## config.mk

```make
export PLATFORM = sky130hd
export DESIGN_NAME = ial_div_step
export DESIGN_NICKNAME = d
export VERILOG_FILES = /design/src/rtl/ial_pkg.sv /design/src/rtl/ial_div_step.sv
export SDC_FILE = /design/constraint.sdc
export NUM_CORES = 1
export LEC_CHECK = 0
export BUFFER_PORTS_ARGS = -buffer_cell sky130_fd_sc_hd__buf_2
export CAP_MARGIN = 40
export CORE_MARGIN = 8
export CORE_UTILIZATION = 45
export CTS_CLUSTER_SIZE = 10
export DETAILED_ROUTE_END_ITERATION = 6
export PLACE_DENSITY_LB_ADDON = 0.08
export REMOVE_ABC_BUFFERS = 1
export SLEW_MARGIN = 20
export SYNTH_ARGS = -nofsm -noshare
export SYNTH_HDL_FRONTEND = slang
export SYNTH_SLANG_ARGS = --single-unit
```

## constraint.sdc

```tcl
create_clock -name clk -period 1.1 [get_ports clk]
set_clock_uncertainty 0.1 [all_clocks]
set_input_delay 0 -clock clk [delete_from_list [all_inputs] [get_ports clk]]
set_output_delay 0 -clock clk [all_outputs]
set_load 0.01 [all_outputs]
```

## src/rtl/ial_pkg.sv

```systemverilog
package ial_pkg;

    localparam int WORD_W    = 32;
    localparam int MODE_W    = 5;
    localparam int DIV_STEPS = 32;
    localparam int MUL_DEPTH = 3;
    localparam int LATENCY   = DIV_STEPS + 2;

    localparam logic [MODE_W-1:0] OP_ADD    = 5'd0;
    localparam logic [MODE_W-1:0] OP_SUB    = 5'd1;
    localparam logic [MODE_W-1:0] OP_AND    = 5'd2;
    localparam logic [MODE_W-1:0] OP_OR     = 5'd3;
    localparam logic [MODE_W-1:0] OP_XOR    = 5'd4;
    localparam logic [MODE_W-1:0] OP_SRL    = 5'd5;
    localparam logic [MODE_W-1:0] OP_SRA    = 5'd6;
    localparam logic [MODE_W-1:0] OP_SLL    = 5'd7;
    localparam logic [MODE_W-1:0] OP_MUL    = 5'd8;
    localparam logic [MODE_W-1:0] OP_MULH   = 5'd9;
    localparam logic [MODE_W-1:0] OP_MULHSU = 5'd10;
    localparam logic [MODE_W-1:0] OP_MULHU  = 5'd11;
    localparam logic [MODE_W-1:0] OP_DIV    = 5'd12;
    localparam logic [MODE_W-1:0] OP_DIVU   = 5'd13;
    localparam logic [MODE_W-1:0] OP_REM    = 5'd14;
    localparam logic [MODE_W-1:0] OP_REMU   = 5'd15;
    localparam logic [MODE_W-1:0] OP_EQ     = 5'd16;
    localparam logic [MODE_W-1:0] OP_NE     = 5'd17;
    localparam logic [MODE_W-1:0] OP_LT     = 5'd18;
    localparam logic [MODE_W-1:0] OP_GE     = 5'd19;
    localparam logic [MODE_W-1:0] OP_LTU    = 5'd20;
    localparam logic [MODE_W-1:0] OP_GEU    = 5'd21;

    typedef struct packed {
        logic              valid;
        logic [MODE_W-1:0] op;
        logic [WORD_W-1:0] res;
        logic [WORD_W-1:0] rem;
        logic [WORD_W-1:0] quo;
        logic [WORD_W-1:0] dsr;
        logic              neg_q;
        logic              neg_r;
        logic              dz;
    } stage_t;

endpackage

```

## src/rtl/ial_div_step.sv

```systemverilog
module ial_div_step
    import ial_pkg::*;
(
    input  logic   clk,
    input  logic   rst_n,
    input  stage_t stage_in,
    output stage_t stage_out
);

    stage_t           stage_reg;
    stage_t           stage_next;
    logic [WORD_W:0]  trial;
    logic [WORD_W+1:0] diff;

    always_comb
    begin
        stage_next = stage_in;
        trial      = {stage_in.rem, stage_in.quo[WORD_W-1]};
        diff       = {1'b0, trial} - {2'b00, stage_in.dsr};
        if (!diff[WORD_W+1])
        begin
            stage_next.rem = diff[WORD_W-1:0];
            stage_next.quo = {stage_in.quo[WORD_W-2:0], 1'b1};
        end
        else
        begin
            stage_next.rem = trial[WORD_W-1:0];
            stage_next.quo = {stage_in.quo[WORD_W-2:0], 1'b0};
        end
    end

    always_ff @(posedge clk or negedge rst_n)
    begin
        if (!rst_n)
        begin
            stage_reg <= '0;
        end
        else
        begin
            stage_reg <= stage_next;
        end
    end

    assign stage_out = stage_reg;

endmodule

```

Yosys cells after proc, flatten, opt, wreduce, memory -nomap -nowiden

Cells that the tools add are included.

Bits of input ports: 139
Flip-flop bits (word level): 137
Bits in read-only memories: 0
Logic and storage cells: 11
Latch bits: 0
Memories kept: 0
Output and inout port bits: 137
RAM bits: 0

Reductions and logical operators: 0
Divide/modulo/power cells: 0
Multiply operators: 0
Bitwise gates (word level): 0
Muxes and demuxes: 1
$add $sub $neg: 1
$lt $le $gt $ge: 0
Equal/unequal tests: 0
Shift operators: 0

Operators with widths:

| cell             | count |
|---|---|
| $mux W64         | 1 |
| $sub A33 B32 Y34 | 1 |

Logic depth before layout (Yosys ltp)

Depth after elaboration: 2
Depth in mapped cells: 12

Worst setup path before layout

No wires, ideal clock.

Path type: input-to-reg
From: in stage_in[66] (netlist bit)
To: reg stage_reg, in the netlist stage_out[95]
Required time: 0.875 ns
Setup slack: -1.519 ns
Library setup time: 0.125 ns
Stages: 12
Path buffers: 0
Arrival: 2.394 ns
Cells stage by stage: inv_1 -> ha_1 -> inv_1 -> fa_1 -> a211oi_1 -> o211a_1 -> o31ai_1 -> o41a_1 -> a41oi_1 -> o21ai_0 -> a21boi_0 -> mux2_4

RTL lines:

| item                   | line               | source |
|---|---|---|
| start: declaration     | ial_div_step.sv:6  | `input stage_t stage_in,` |
| end signal: assignment | ial_div_step.sv:40 | `stage_reg <= stage_next;` |
| end: declaration       | ial_div_step.sv:10 | `stage_t stage_reg;` |

==> flow_summary_export.csv <==
group,metric,value,unit
critical_path,path_common_cell,"buf_6",
critical_path,worst-endpoint-required,1.32,ns
placement,port_buffers,275,
logic_synthesis,ys.flop_type,"dfrtp_1",
placement,gp_congestion,0.885,
cells_and_area,areaGrowthSynthToFinish,91.3,%
cells_and_area,largest_reg_flops,137,
timing,worst_pin_slew,0.624,ns
detailed_routing,wl,26.1,mm
floorplanning,io_pins,276,
placement,dp.cells,1013,
clocking,cts_tree,"built",
floorplanning,core,12600,sq um
timing,max_freq,449,MHz
outcome,run_status,"finished with violations",
timing,fin_ws,-1.13,ns
logic_synthesis,synth_fa_ha_area_share,7.20,%
clocking,clockRootBuffer,"clkbuf_16",
detailed_routing,first_iter_violations,466,
critical_path,crit_start,"stage_in[66]",
power_and_ir_drop,ir_drop,0.00110,V
timing,relSlewSlack,57.9,%
power_and_ir_drop,power_density,1430,nW/um^2
detailed_routing,viasPerCell,5.19,
detailed_routing,drc,0,
placement,dp_worst_setup_slack,-1.85,ns
logic_synthesis,synth_area_per_cell,12.7,sq um
cells_and_area,layout_commonest_cell,"buf_2",
timing,setup_viol,33,
grt,grt_pass1_vias,6877,
timing,finalCritPeriodShare,202,%
timing,hold_slack,-0.379,ns
grt,grt_max_degree,38,
grt,antenna_found_initial,1,
critical_path,crit_family,"compound AO/OA/AOI/OAI gates",
cells_and_area,fin_nets,1202,
logic_synthesis,ys_seq_area_share,58.7,%
timing,slew_violations,0,
logic_synthesis,synth_top_family_by_area,"compound AO/OA/AOI/OAI gates",
logic_synthesis,synth_xor_area_share,3.60,%
placement,dpl.hpwl,15.5,mm
floorplanning,die_h,130,um
cells_and_area,final_cell_mix,"262 x buf_2, 137 x dfrtp_1, 136 x dlygate4sd3_1",
detailed_routing,first_pass_iters,5,
logic_synthesis,synthCells,458,
grt,grt_usage,29.6,%
floorplanning,num_rows,41,
clocking,ctsHtreeMaxLevel,4,
timing,fin_crit,2.23,ns
detailed_routing,final_antenna_net_count,0,
critical_path,worst_setup_path_end_kind,"register",
logic_synthesis,synth-compound-area-share,11.7,%
job,maxCapViolations,0,
logic_synthesis,yosys_warnings,0,
outcome,violations,"negative hold slack, negative setup slack",
grt,grt_pass1_wl,38.0,mm
cells_and_area,multiInputGateArea,2630,sq um
clocking,clkSlewWorstSetupHoldPaths,0.06,ns
critical_path,slowest_stage,"o41a_1",
floorplanning,die_x,130,um
critical_path,critPathArrivalTime,2.44,ns
logic_synthesis,async_reset_ff_share,100,%
logic_synthesis,ys_ff_latch,137,
logic_synthesis,yosys.cell_types.count,53,
clocking,clkSinkCount,137,
floorplanning,start_util,46.2,%
clocking,cts_hold_buf,136,
cells_and_area,final_layout_size_suffix_gt1_share,53.4,%
clocking,clockBufferDepth,2,
critical_path,start_kind,"input port",
critical_path,cp_max_fo,2,
hold_path,hold_class,"input port to register",
critical_path,slowest_delay,0.45,ns
critical_path,crit_type,"input port to register",
logic_synthesis,synth_area,5840,sq um
clocking,cts_buffers,17,
logic_synthesis,synth_edf_count,0,
timing,rsz0062_at_grt,"true",
detailed_routing,num_vias,6308,
power_and_ir_drop,leakage,5.60,nW
timing,hold_violations,34,
hold_path,hp-start,"stage_in[3]",
detailed_routing,routedWlPerCell,21.5,um
floorplanning,design.die.area,16900,sq um
cells_and_area,fill_cells,574,
logic_synthesis,yosys.area_share.simple,6.84,%
cells_and_area,register_area,3430,sq um
logic_synthesis,synth.mux.area_fraction,7.85,%
timing,fin_tns_setup,-33.99,ns
grt,grt_overflow,0,
critical_path,timing.critical_path.buf_inv,5,
cells_and_area,fin_cells,1216,
critical_path,crit_path_cell_trace,"buf_6 > inv_4 > ha_4 > inv_2 > fa_2 > a211oi_2 > o211a_1 > o31ai_2 > o41a_1 > buf_4 > buf_6 > a21oi_4 > xnor2_1 > mux2_4",
-- metrics by stage --
stage	power (mW)	utilization [%]	area, sq um	hold WS, ns
finish	15.9	88.5	11200	-0.379
global route	16.5	88.5	11200	-0.383
CTS	15.6	86.3	10900	-0.386
detailed placement	9.02	65.7	8290	-0.155
global placement	8.94	65.7	8290	-0.166
floorplan	7.30	-	5760	-0.396
-- cell usage after synthesis, drive strengths merged, types with 2 or more instances --
cell type  instances  share of area (%)
nand2b             4               0.43
mux2              27                6.8
ha                32                6.9
a41oi              2               0.30
nor2b              3               0.32
xnor2             17                2.6
a21boi             2               0.26
a21oi             33                2.9
buf                8                1.4
nor3               6               0.51
and3               6               0.64
inv               41                2.6
or3                3               0.32
and4               2               0.30
o31ai              5               0.64
xor2               7                1.1
o211ai             4               0.51
dfrtp            137                 59
or2                3               0.32
mux2i              6                1.0
nand4              6               0.64
a21o               7               0.90
o21bai             4               0.71
a31oi              4               0.69
a211oi             5               0.64
o21ai             18                1.5
nor2              16                1.0
nand2             23                1.5
o21a               6               0.77
nand3              5               0.43
-- what timing repair did --
item | in CTS | in global routing
resized for setup | 102 | 40
setup endpoints to repair | 33 | 33
setup buffers | 22 | 13
hold endpoints to repair | 273 | 3
pin swaps | 39 | 19
gates cloned | 1 | 0
-- path summary, 6_finish.rpt --
check,endpoint,slack (ns),cells after the start
min in group asynchronous,stage_out[118],-0.02,2
max in group asynchronous,stage_out[63],0.42,3
hold / removal,stage_out[3],-0.38,1
setup / recovery,stage_out[87],-1.13,14
-- power by group --
group	internal, mW	total, mW	leakage, nW	switching [mW]
Combinational	2.42	4.55	3.71	2.12
Sequential	5.49	5.62	1.60	0.138
Clock	3.39	5.78	0.288	2.39
Total	11.3	15.9	5.60	4.65
-- area by class of cell --
cell class              count  share of cell area (%)
clock buffers              17                    3.81
repair buffers            561                    37.0
inverters                  41                    1.54
clock inverters            15                    1.51
well taps                 172                    1.93
multi-input cells         272                    23.5
diodes                      1                  0.0224
flip-flops and latches    137                    30.7
-- logic make-up after synthesis --
family / after synthesis
XOR/XNOR: 24
buffers and inverters: 49
AO/OA/AOI/OAI: 102
flip-flops: 137
AND/OR/NAND/NOR: 80
adder cells (fa/ha/maj): 33
multiplexers: 33
-- metal layers --
metal | part of all wire [%] | track usage [%]
met1 | 35 | 31.2
met2 | 51 | 53.8
met3 | 8.2 | 7.43
met4 | 5.0 | 15.2
met5 | 0.035 | 0
Power figures use the tool's default switching activity.
