`src/rtl/ial_pkg.sv`:
```
package ial_pkg;

    localparam int WORD_W    = 32;
    localparam int MODE_W    = 5;
    localparam int DIV_STEPS = 32;
    localparam int MUL_DEPTH = 3;
    localparam int LATENCY   = DIV_STEPS + 2;

    localparam logic [MODE_W-1:0] OP_ADD    = 5'd0;
    localparam logic [MODE_W-1:0] OP_SUB    = 5'd1;
    localparam logic [MODE_W-1:0] OP_AND    = 5'd2;
    localparam logic [MODE_W-1:0] OP_OR     = 5'd3;
    localparam logic [MODE_W-1:0] OP_XOR    = 5'd4;
    localparam logic [MODE_W-1:0] OP_SRL    = 5'd5;
    localparam logic [MODE_W-1:0] OP_SRA    = 5'd6;
    localparam logic [MODE_W-1:0] OP_SLL    = 5'd7;
    localparam logic [MODE_W-1:0] OP_MUL    = 5'd8;
    localparam logic [MODE_W-1:0] OP_MULH   = 5'd9;
    localparam logic [MODE_W-1:0] OP_MULHSU = 5'd10;
    localparam logic [MODE_W-1:0] OP_MULHU  = 5'd11;
    localparam logic [MODE_W-1:0] OP_DIV    = 5'd12;
    localparam logic [MODE_W-1:0] OP_DIVU   = 5'd13;
    localparam logic [MODE_W-1:0] OP_REM    = 5'd14;
    localparam logic [MODE_W-1:0] OP_REMU   = 5'd15;
    localparam logic [MODE_W-1:0] OP_EQ     = 5'd16;
    localparam logic [MODE_W-1:0] OP_NE     = 5'd17;
    localparam logic [MODE_W-1:0] OP_LT     = 5'd18;
    localparam logic [MODE_W-1:0] OP_GE     = 5'd19;
    localparam logic [MODE_W-1:0] OP_LTU    = 5'd20;
    localparam logic [MODE_W-1:0] OP_GEU    = 5'd21;

    typedef struct packed {
        logic              valid;
        logic [MODE_W-1:0] op;
        logic [WORD_W-1:0] res;
        logic [WORD_W-1:0] rem;
        logic [WORD_W-1:0] quo;
        logic [WORD_W-1:0] dsr;
        logic              neg_q;
        logic              neg_r;
        logic              dz;
    } stage_t;

endpackage

```
`src/rtl/ial_mul.sv`:
```
module ial_mul
    import ial_pkg::*;
(
    input  logic              clk,
    input  logic [MODE_W-1:0] op,
    input  logic [WORD_W-1:0] a,
    input  logic [WORD_W-1:0] b,
    output logic [WORD_W-1:0] product
);

    localparam int HALF = WORD_W / 2;

    logic [WORD_W-1:0]   ll_reg, lh_reg, hl_reg, hh_reg;
    logic [WORD_W-1:0]   corr1_reg, corr2_reg;
    logic                low1_reg, low2_reg;
    logic [2*WORD_W-1:0] prod_reg;
    logic [WORD_W-1:0]   product_reg;
    logic [WORD_W-1:0]   corr_next;
    logic [2*WORD_W-1:0] prod_next;

    always_comb
    begin
        corr_next = '0;
        if (op == OP_MULH)
        begin
            corr_next = (a[WORD_W-1] ? b : '0) + (b[WORD_W-1] ? a : '0);
        end
        else if (op == OP_MULHSU)
        begin
            corr_next = a[WORD_W-1] ? b : '0;
        end
        prod_next = {hh_reg, ll_reg}
                  + {{HALF{1'b0}}, lh_reg, {HALF{1'b0}}}
                  + {{HALF{1'b0}}, hl_reg, {HALF{1'b0}}};
    end

    always_ff @(posedge clk)
    begin
        ll_reg      <= a[HALF-1:0] * b[HALF-1:0];
        lh_reg      <= a[HALF-1:0] * b[WORD_W-1:HALF];
        hl_reg      <= a[WORD_W-1:HALF] * b[HALF-1:0];
        hh_reg      <= a[WORD_W-1:HALF] * b[WORD_W-1:HALF];
        corr1_reg   <= corr_next;
        low1_reg    <= (op == OP_MUL);
        prod_reg    <= prod_next;
        corr2_reg   <= corr1_reg;
        low2_reg    <= low1_reg;
        product_reg <= low2_reg ? prod_reg[WORD_W-1:0]
                                : prod_reg[2*WORD_W-1:WORD_W] - corr2_reg;
    end

    assign product = product_reg;

endmodule

```
`config.mk`:
```
export PLATFORM = sky130hd
export DESIGN_NAME = ial_mul
export DESIGN_NICKNAME = d
export VERILOG_FILES = /design/src/rtl/ial_pkg.sv /design/src/rtl/ial_mul.sv
export SDC_FILE = /design/constraint.sdc
export NUM_CORES = 2
export LEC_CHECK = 0
export BUFFER_PORTS_ARGS = -buffer_cell sky130_fd_sc_hd__buf_2
export CAP_MARGIN = 20
export CORE_ASPECT_RATIO = 0.75
export CORE_MARGIN = 4
export CORE_UTILIZATION = 38
export CTS_CLUSTER_SIZE = 28
export DETAILED_ROUTE_END_ITERATION = 8
export PLACE_DENSITY = 0.58
export SLEW_MARGIN = 30
export SYNTH_ARGS = -nofsm -noshare
export SYNTH_HDL_FRONTEND = slang
export SYNTH_SLANG_ARGS = --single-unit
```
`constraint.sdc`:
```
create_clock -name clk -period 6.6 [get_ports clk]
set_input_delay 0.66 -clock clk [delete_from_list [all_inputs] [get_ports clk]]
set_output_delay 0.66 -clock clk [all_outputs]
set_load 0.005 [all_outputs]
```
**Yosys cells after proc, flatten, opt, wreduce, memory -nomap -nowiden**

Index checks and enable logic that the tools add are counted.
W data, S select, Z words.

- $add $sub $neg: 4
- $mul: 4
- Div/mod/pow operators: 0
- $lt $le $gt $ge: 0
- Eq/ne operators: 3
- Shifts and indexed selects: 0
- Muxes and demuxes: 5
- Bitwise logic cells: 0
- Reductions and logical operators: 0

Operators by type and width:

| operator | number |
|---|---|
| $mux W32 | 5 |
| $add A64 B48 Y64 | 2 |
| $mul A16 B16 Y32 | 4 |
| $add A32 B32 Y32 | 1 |
| $sub A32 B32 Y32 | 1 |
| $eq A5 B4 Y1 const B | 3 |

- Bits in registers: 290
- Bits in latches: 0
- Memory bits (writable): 0
- ROM bits: 0
- Bits of input ports: 70
- Output and inout port bits: 32
- Logic and storage cells: 26
- Memories: 0

**Longest topological paths before layout**

- Word-level depth: 3
- Gate-level depth with buffers: 24
- Gate-level depth less buffers: 23

**Least setup slack after synthesis**

No wires, ideal clock.

- Path type: input to register
- Start: in a[23]
- End: reg hh_reg[31]
- Setup time: 0.072 ns
- Arrival time: 6.299 ns
- Required time: 6.528 ns
- Setup slack: 0.229 ns
- Cell stages on the path: 23
- Path buffers: 1
- Cells stage by stage: clkbuf_1 > nand2_1 > fa_1 > inv_1 > fa_1 > inv_1 > fa_1 > inv_1 > fa_1 > fa_1 > inv_1 > fa_1 > inv_1 > ha_1 > a21oi_2 > o21ai_1 > a2111oi_2 > o221ai_2 > a2111oi_2 > o21ai_1 > a221o_1 > a21oi_2 > xnor2_1

- Word-level cells in the longest chain between the ends: 1

Ends and longest elaborated chain:

| element | line | source |
|---|---|---|
| start, declared | ial_mul.sv:6 | `input logic [WORD_W-1:0] a,` |
| $mul A16 B16 Y32 | ial_mul.sv:42 | `hh_reg <= a[WORD_W-1:HALF] * b[WORD_W-1:HALF];` |
| end signal, assigned | ial_mul.sv:42 |  |
| end, declared | ial_mul.sv:13 | `logic [WORD_W-1:0] ll_reg, lh_reg, hl_reg, hh_reg;` |

Every way passes these cells.

**Worst setup path in the final report**

Ends and elaborated chain as after synthesis.

==> flow_results.org <==
** Run status
- The run finished with clean final reports.

** Worst setup path
- At the worst endpoint, the arrival time is 6.75 ns.
- Counting stages on the worst path, the most repeated cell is sky130_fd_sc_hd__fa_1.
- The largest individual stage delay along the critical path comes from the cell sky130_fd_sc_hd__fa_1.
- The worst setup path is launched from an input pin.
- In this run the critical register-to-register path is captured at prod_reg[57].
- STA puts the critical path data required time at 7.13 ns.
- The critical path is of the input pin to flop type.
- Delay of the slowest cell on the worst path :: approximately 0.56 ns
- R2r worst-path depth :: 15
- Worst flop-to-flop path startpoint :: ll_reg[16]
- Element type at the critical path end :: flop
- Flop-to-flop setup slack :: 2.77 ns
- Ordered cell list for the critical path :: buf_2, nand2_1, fa_1, inv_1, fa_1, inv_1, fa_1, inv_1, fa_1, fa_1, inv_1, fa_1, inv_1, ha_1, a21oi_2, o21ai_1, a2111oi_2, o221ai_2, a2111oi_4, o21ai_1, a221o_1, a21oi_2, xnor2_1
- Of all nets on the critical path, the largest fanout is 7.

** Routing
- The detailed router finished its first iteration with roughly 2700 violations.
- Vias/cell :: 4.97
- In this run the remaining antenna-violating nets after routing total 0.
- Average wire per standard cell :: 20.2 um
- Post-route DRC :: 0
- Across all layers, the routed design uses roughly 35000 vias.
- For this block, the routed nets add up to 142000 um of wire.
- Number of detailed-route iterations in the first pass :: 6

** Place
- Timing analysis after detailed placement gives a worst setup slack of -0.389 ns.
- After detailed placement, the design holds a cell count of 6986.
- Summed over all nets, the half-perimeter wirelength after detailed placement is 123000 um.
- Port buffering added 101 buffers.
- Gpl congestion :: 0.940

** Yosys
- Summing every instance area after synthesis gives 46400 sq um.
- Post-synth EDFFs :: 0
- The Yosys step of the flow raised 0 warnings.
- Share of synthesized flip-flops with an asynchronous set or reset :: 0
- Simple-gate share of the synthesized area :: 0.159
- Library cells used by synthesis :: 79
- Syn_nets :: 6560
- Averaged over all synthesized cells, the footprint is 8.97 sq um.
- Among all flip-flop cells after synthesis, the most frequent one is sky130_fd_sc_hd__dfxtp_1.
- Compound-gate portion of the synthesized area :: 0.0883
- Sequential area share after synthesis :: 0.125
- Synthesized instance count :: 5170
- Share of synthesized area spent on multiplexers :: 0.000674
- Combinational family with the most area after synthesis :: adder cells
- Area share of fa/ha/maj cells after synthesis :: 0.487
- Of the total synthesized cell area, the portion taken by XOR and XNOR cells is 0.0381.
- #FFs+latches synth :: between 200 and 300

** Layout
- The register with the most flip-flops in the layout has between 60 and 70 of them.
- Final #Nets :: 6784
- Non-filler cells in the finished layout :: 7052
- Final-layout fill cell count :: 12000
- Most common cell after layout, fill and taps aside :: sky130_fd_sc_hd__inv_1
- The top cell types in the final layout, fill and taps aside, are sky130_fd_sc_hd__inv_1, sky130_fd_sc_hd__fa_1, sky130_fd_sc_hd__nand2_1.
- Synthesis-to-layout area growth :: 11.9%
- In the final layout, the share of cells above drive strength 1 is 0.0945.
- Core Util, Final :: 0.430

** Floorplanning
- The die covers around 130000 sq um.
- Chip height :: around 310 um
- Placement Rows :: 110
- In this run the count of I/O pins placed on the die edge is 102.
- Die W :: 411 um
- In this run the standard cell core region covers 121000 sq um.
- The initial utilization of the core area, before any placement, comes to 0.385.

** Timing
- Summed over all failing endpoints, the final setup total negative slack is 0 ns.
- Unrepaired setup endpoints after global routing :: false
- Clock Skews :: 0.0475 ns
- For the pin with the worst max-slew slack, the measured transition is 1.05 ns.
- Highest clock frequency the design can meet :: between 150 and 200 MHz
- Min setup slack post-route :: 0.371 ns
- Of the available clock period, the critical path in the final layout requires 0.944.
- The worst pin sits at a relative slew slack of 0.295.
- The final hold violation count was 0.
- The number of pins with negative max-slew slack in the final report is 0.
- After layout, the minimum clock period comes to ~6.2 ns.
- Setup-violating endpoint count in the final report :: 0

** Clocking
- CTS tree :: done
- CTS built an H-tree with a depth of 1.
- Counting the buffers created by CTS gives 30.
- For the worst-skew pair, the clock arrives at the later sink with an insertion delay of ~0.61 ns.
- Total setup buffers inserted after CTS :: 0
- CTS placed an instance of sky130_fd_sc_hd__clkbuf_16 at the clock tree root.
- Post-CTS clock slew at the launch and capture registers of the worst setup and hold paths :: about 0.060 ns
- Quantity of gates resized following cts :: 0
- The longest clock path from root to sink contains 3 buffers.
- Post-cts hold buffer count :: 0
- Clock sinks :: 290

** Global routing
- The first global-routing pass estimated 220000 um of wire.
- The number of antenna violations at the first check in global routing came to 29.
- Total global routing overflow :: 0
- Pin count of the biggest net entering global routing :: 67
- For this run, the total global-route usage over all layers was measured as 0.224.
- The number of global-route vias before repair was approximately 36000.

** Job
- The tool flagged a number of max-cap violations equal to 0.

** Hold path
- The worst hold path belongs to the class input pin to flop.
- The worst hold path begins at op[1].
- The worst hold path passes through 2 cells.
- The worst hold path terminates at low1_reg.
[synth_stat cells, types with 7 or more instances]
master	number	area share
sky130_fd_sc_hd__nand2_1	638	0.052
sky130_fd_sc_hd__dfxtp_1	290	0.13
sky130_fd_sc_hd__or3_1	13	0.0018
sky130_fd_sc_hd__nor2b_1	26	0.0035
sky130_fd_sc_hd__nand3_1	49	0.0053
sky130_fd_sc_hd__ha_1	509	0.14
sky130_fd_sc_hd__o31ai_1	9	0.0015
sky130_fd_sc_hd__nor2_1	95	0.0077
sky130_fd_sc_hd__nand4_1	22	0.0030
sky130_fd_sc_hd__o21a_1	28	0.0045
sky130_fd_sc_hd__o21ai_0	137	0.015
sky130_fd_sc_hd__xnor2_1	133	0.025
sky130_fd_sc_hd__a211o_1	7	0.0013
sky130_fd_sc_hd__a21oi_1	173	0.019
sky130_fd_sc_hd__fa_1	811	0.35
sky130_fd_sc_hd__xor2_1	69	0.013
sky130_fd_sc_hd__inv_1	1017	0.082
sky130_fd_sc_hd__o211ai_1	18	0.0029
sky130_fd_sc_hd__and3_1	31	0.0042
sky130_fd_sc_hd__a211oi_1	15	0.0024
sky130_fd_sc_hd__o21bai_1	26	0.0042
sky130_fd_sc_hd__nor3_1	25	0.0027
sky130_fd_sc_hd__a31o_2	7	0.0013
sky130_fd_sc_hd__o22ai_1	9	0.0012
sky130_fd_sc_hd__nand2b_1	20	0.0027
sky130_fd_sc_hd__clkbuf_1	226	0.018
sky130_fd_sc_hd__and2_1	527	0.071
sky130_fd_sc_hd__a21o_1	91	0.015
sky130_fd_sc_hd__and4_1	11	0.0021
sky130_fd_sc_hd__a31oi_1	25	0.0034
[how the worst max path moves through the flow]
stage	from	to	slack (ns)	cells past startpoint
after floorplan	a[23]	hh_reg[31]	0.23	23
after global placement	b[22]	hh_reg[31]	-0.31	22
after detailed placement	b[22]	hh_reg[31]	-0.39	22
after CTS	b[22]	hh_reg[31]	0.26	22
after global routing	a[23]	hh_reg[31]	0.11	22
final	a[23]	hh_reg[31]	0.37	23
[metal layers]
layer / wire, um / share of wire / global-route usage / up-vias
li1: - / - / - / 16400
met1: 67600 / 0.47 / 0.339 / 17200
met2: 54600 / 0.38 / 0.303 / 1238
met3: 17500 / 0.12 / 0.0860 / 149
met4: 2590 / 0.018 / 0.0393 / 16
met5: 104 / 0.00073 / 0 / -
[cell type report]
type                            count  area (sq um)  share of cell area
Antenna cell                       10          25.0            0.000482
Clock buffer                       35           810              0.0156
Clock inverter                     21           267             0.00514
Inverter                         1017          3820              0.0736
Multi-Input combinational cell   3634         35900               0.692
Sequential cell                   290          5810               0.112
Tap cell                         1624          2030              0.0392
Timing Repair Buffer              421          3210              0.0619
[metrics by stage]
step | area [sq um] | hold slack, ns
finish | 51900 | 0.270
global route | 51900 | 0.272
CTS | 51800 | 0.239
detailed placement | 50800 | 0.312
global placement | 50800 | 0.312
floorplan | 46400 | 0.310
[kinds of logic after synthesis]
kind of cell,Yosys count
and+or+nand+nor,1482
adders and majority gates,1320
buffers and inverters,1246
AOI/OAI and AO/OA,627
DFF,290
xor gates and xnor gates,202
muxes,3
[critical path: cells and delay by family]
kind	cells	cell delay [ns]
adder cells (fa/ha/maj)	7	3.32
AND/OR/NAND/NOR	1	0.13
XOR/XNOR	1	0.13
buffers and inverters	6	0.50
AO/OA/AOI/OAI	8	2.00
Power is not shown: default switching activity piles up to over one toggle a cycle in this logic, so the estimate is an artifact.
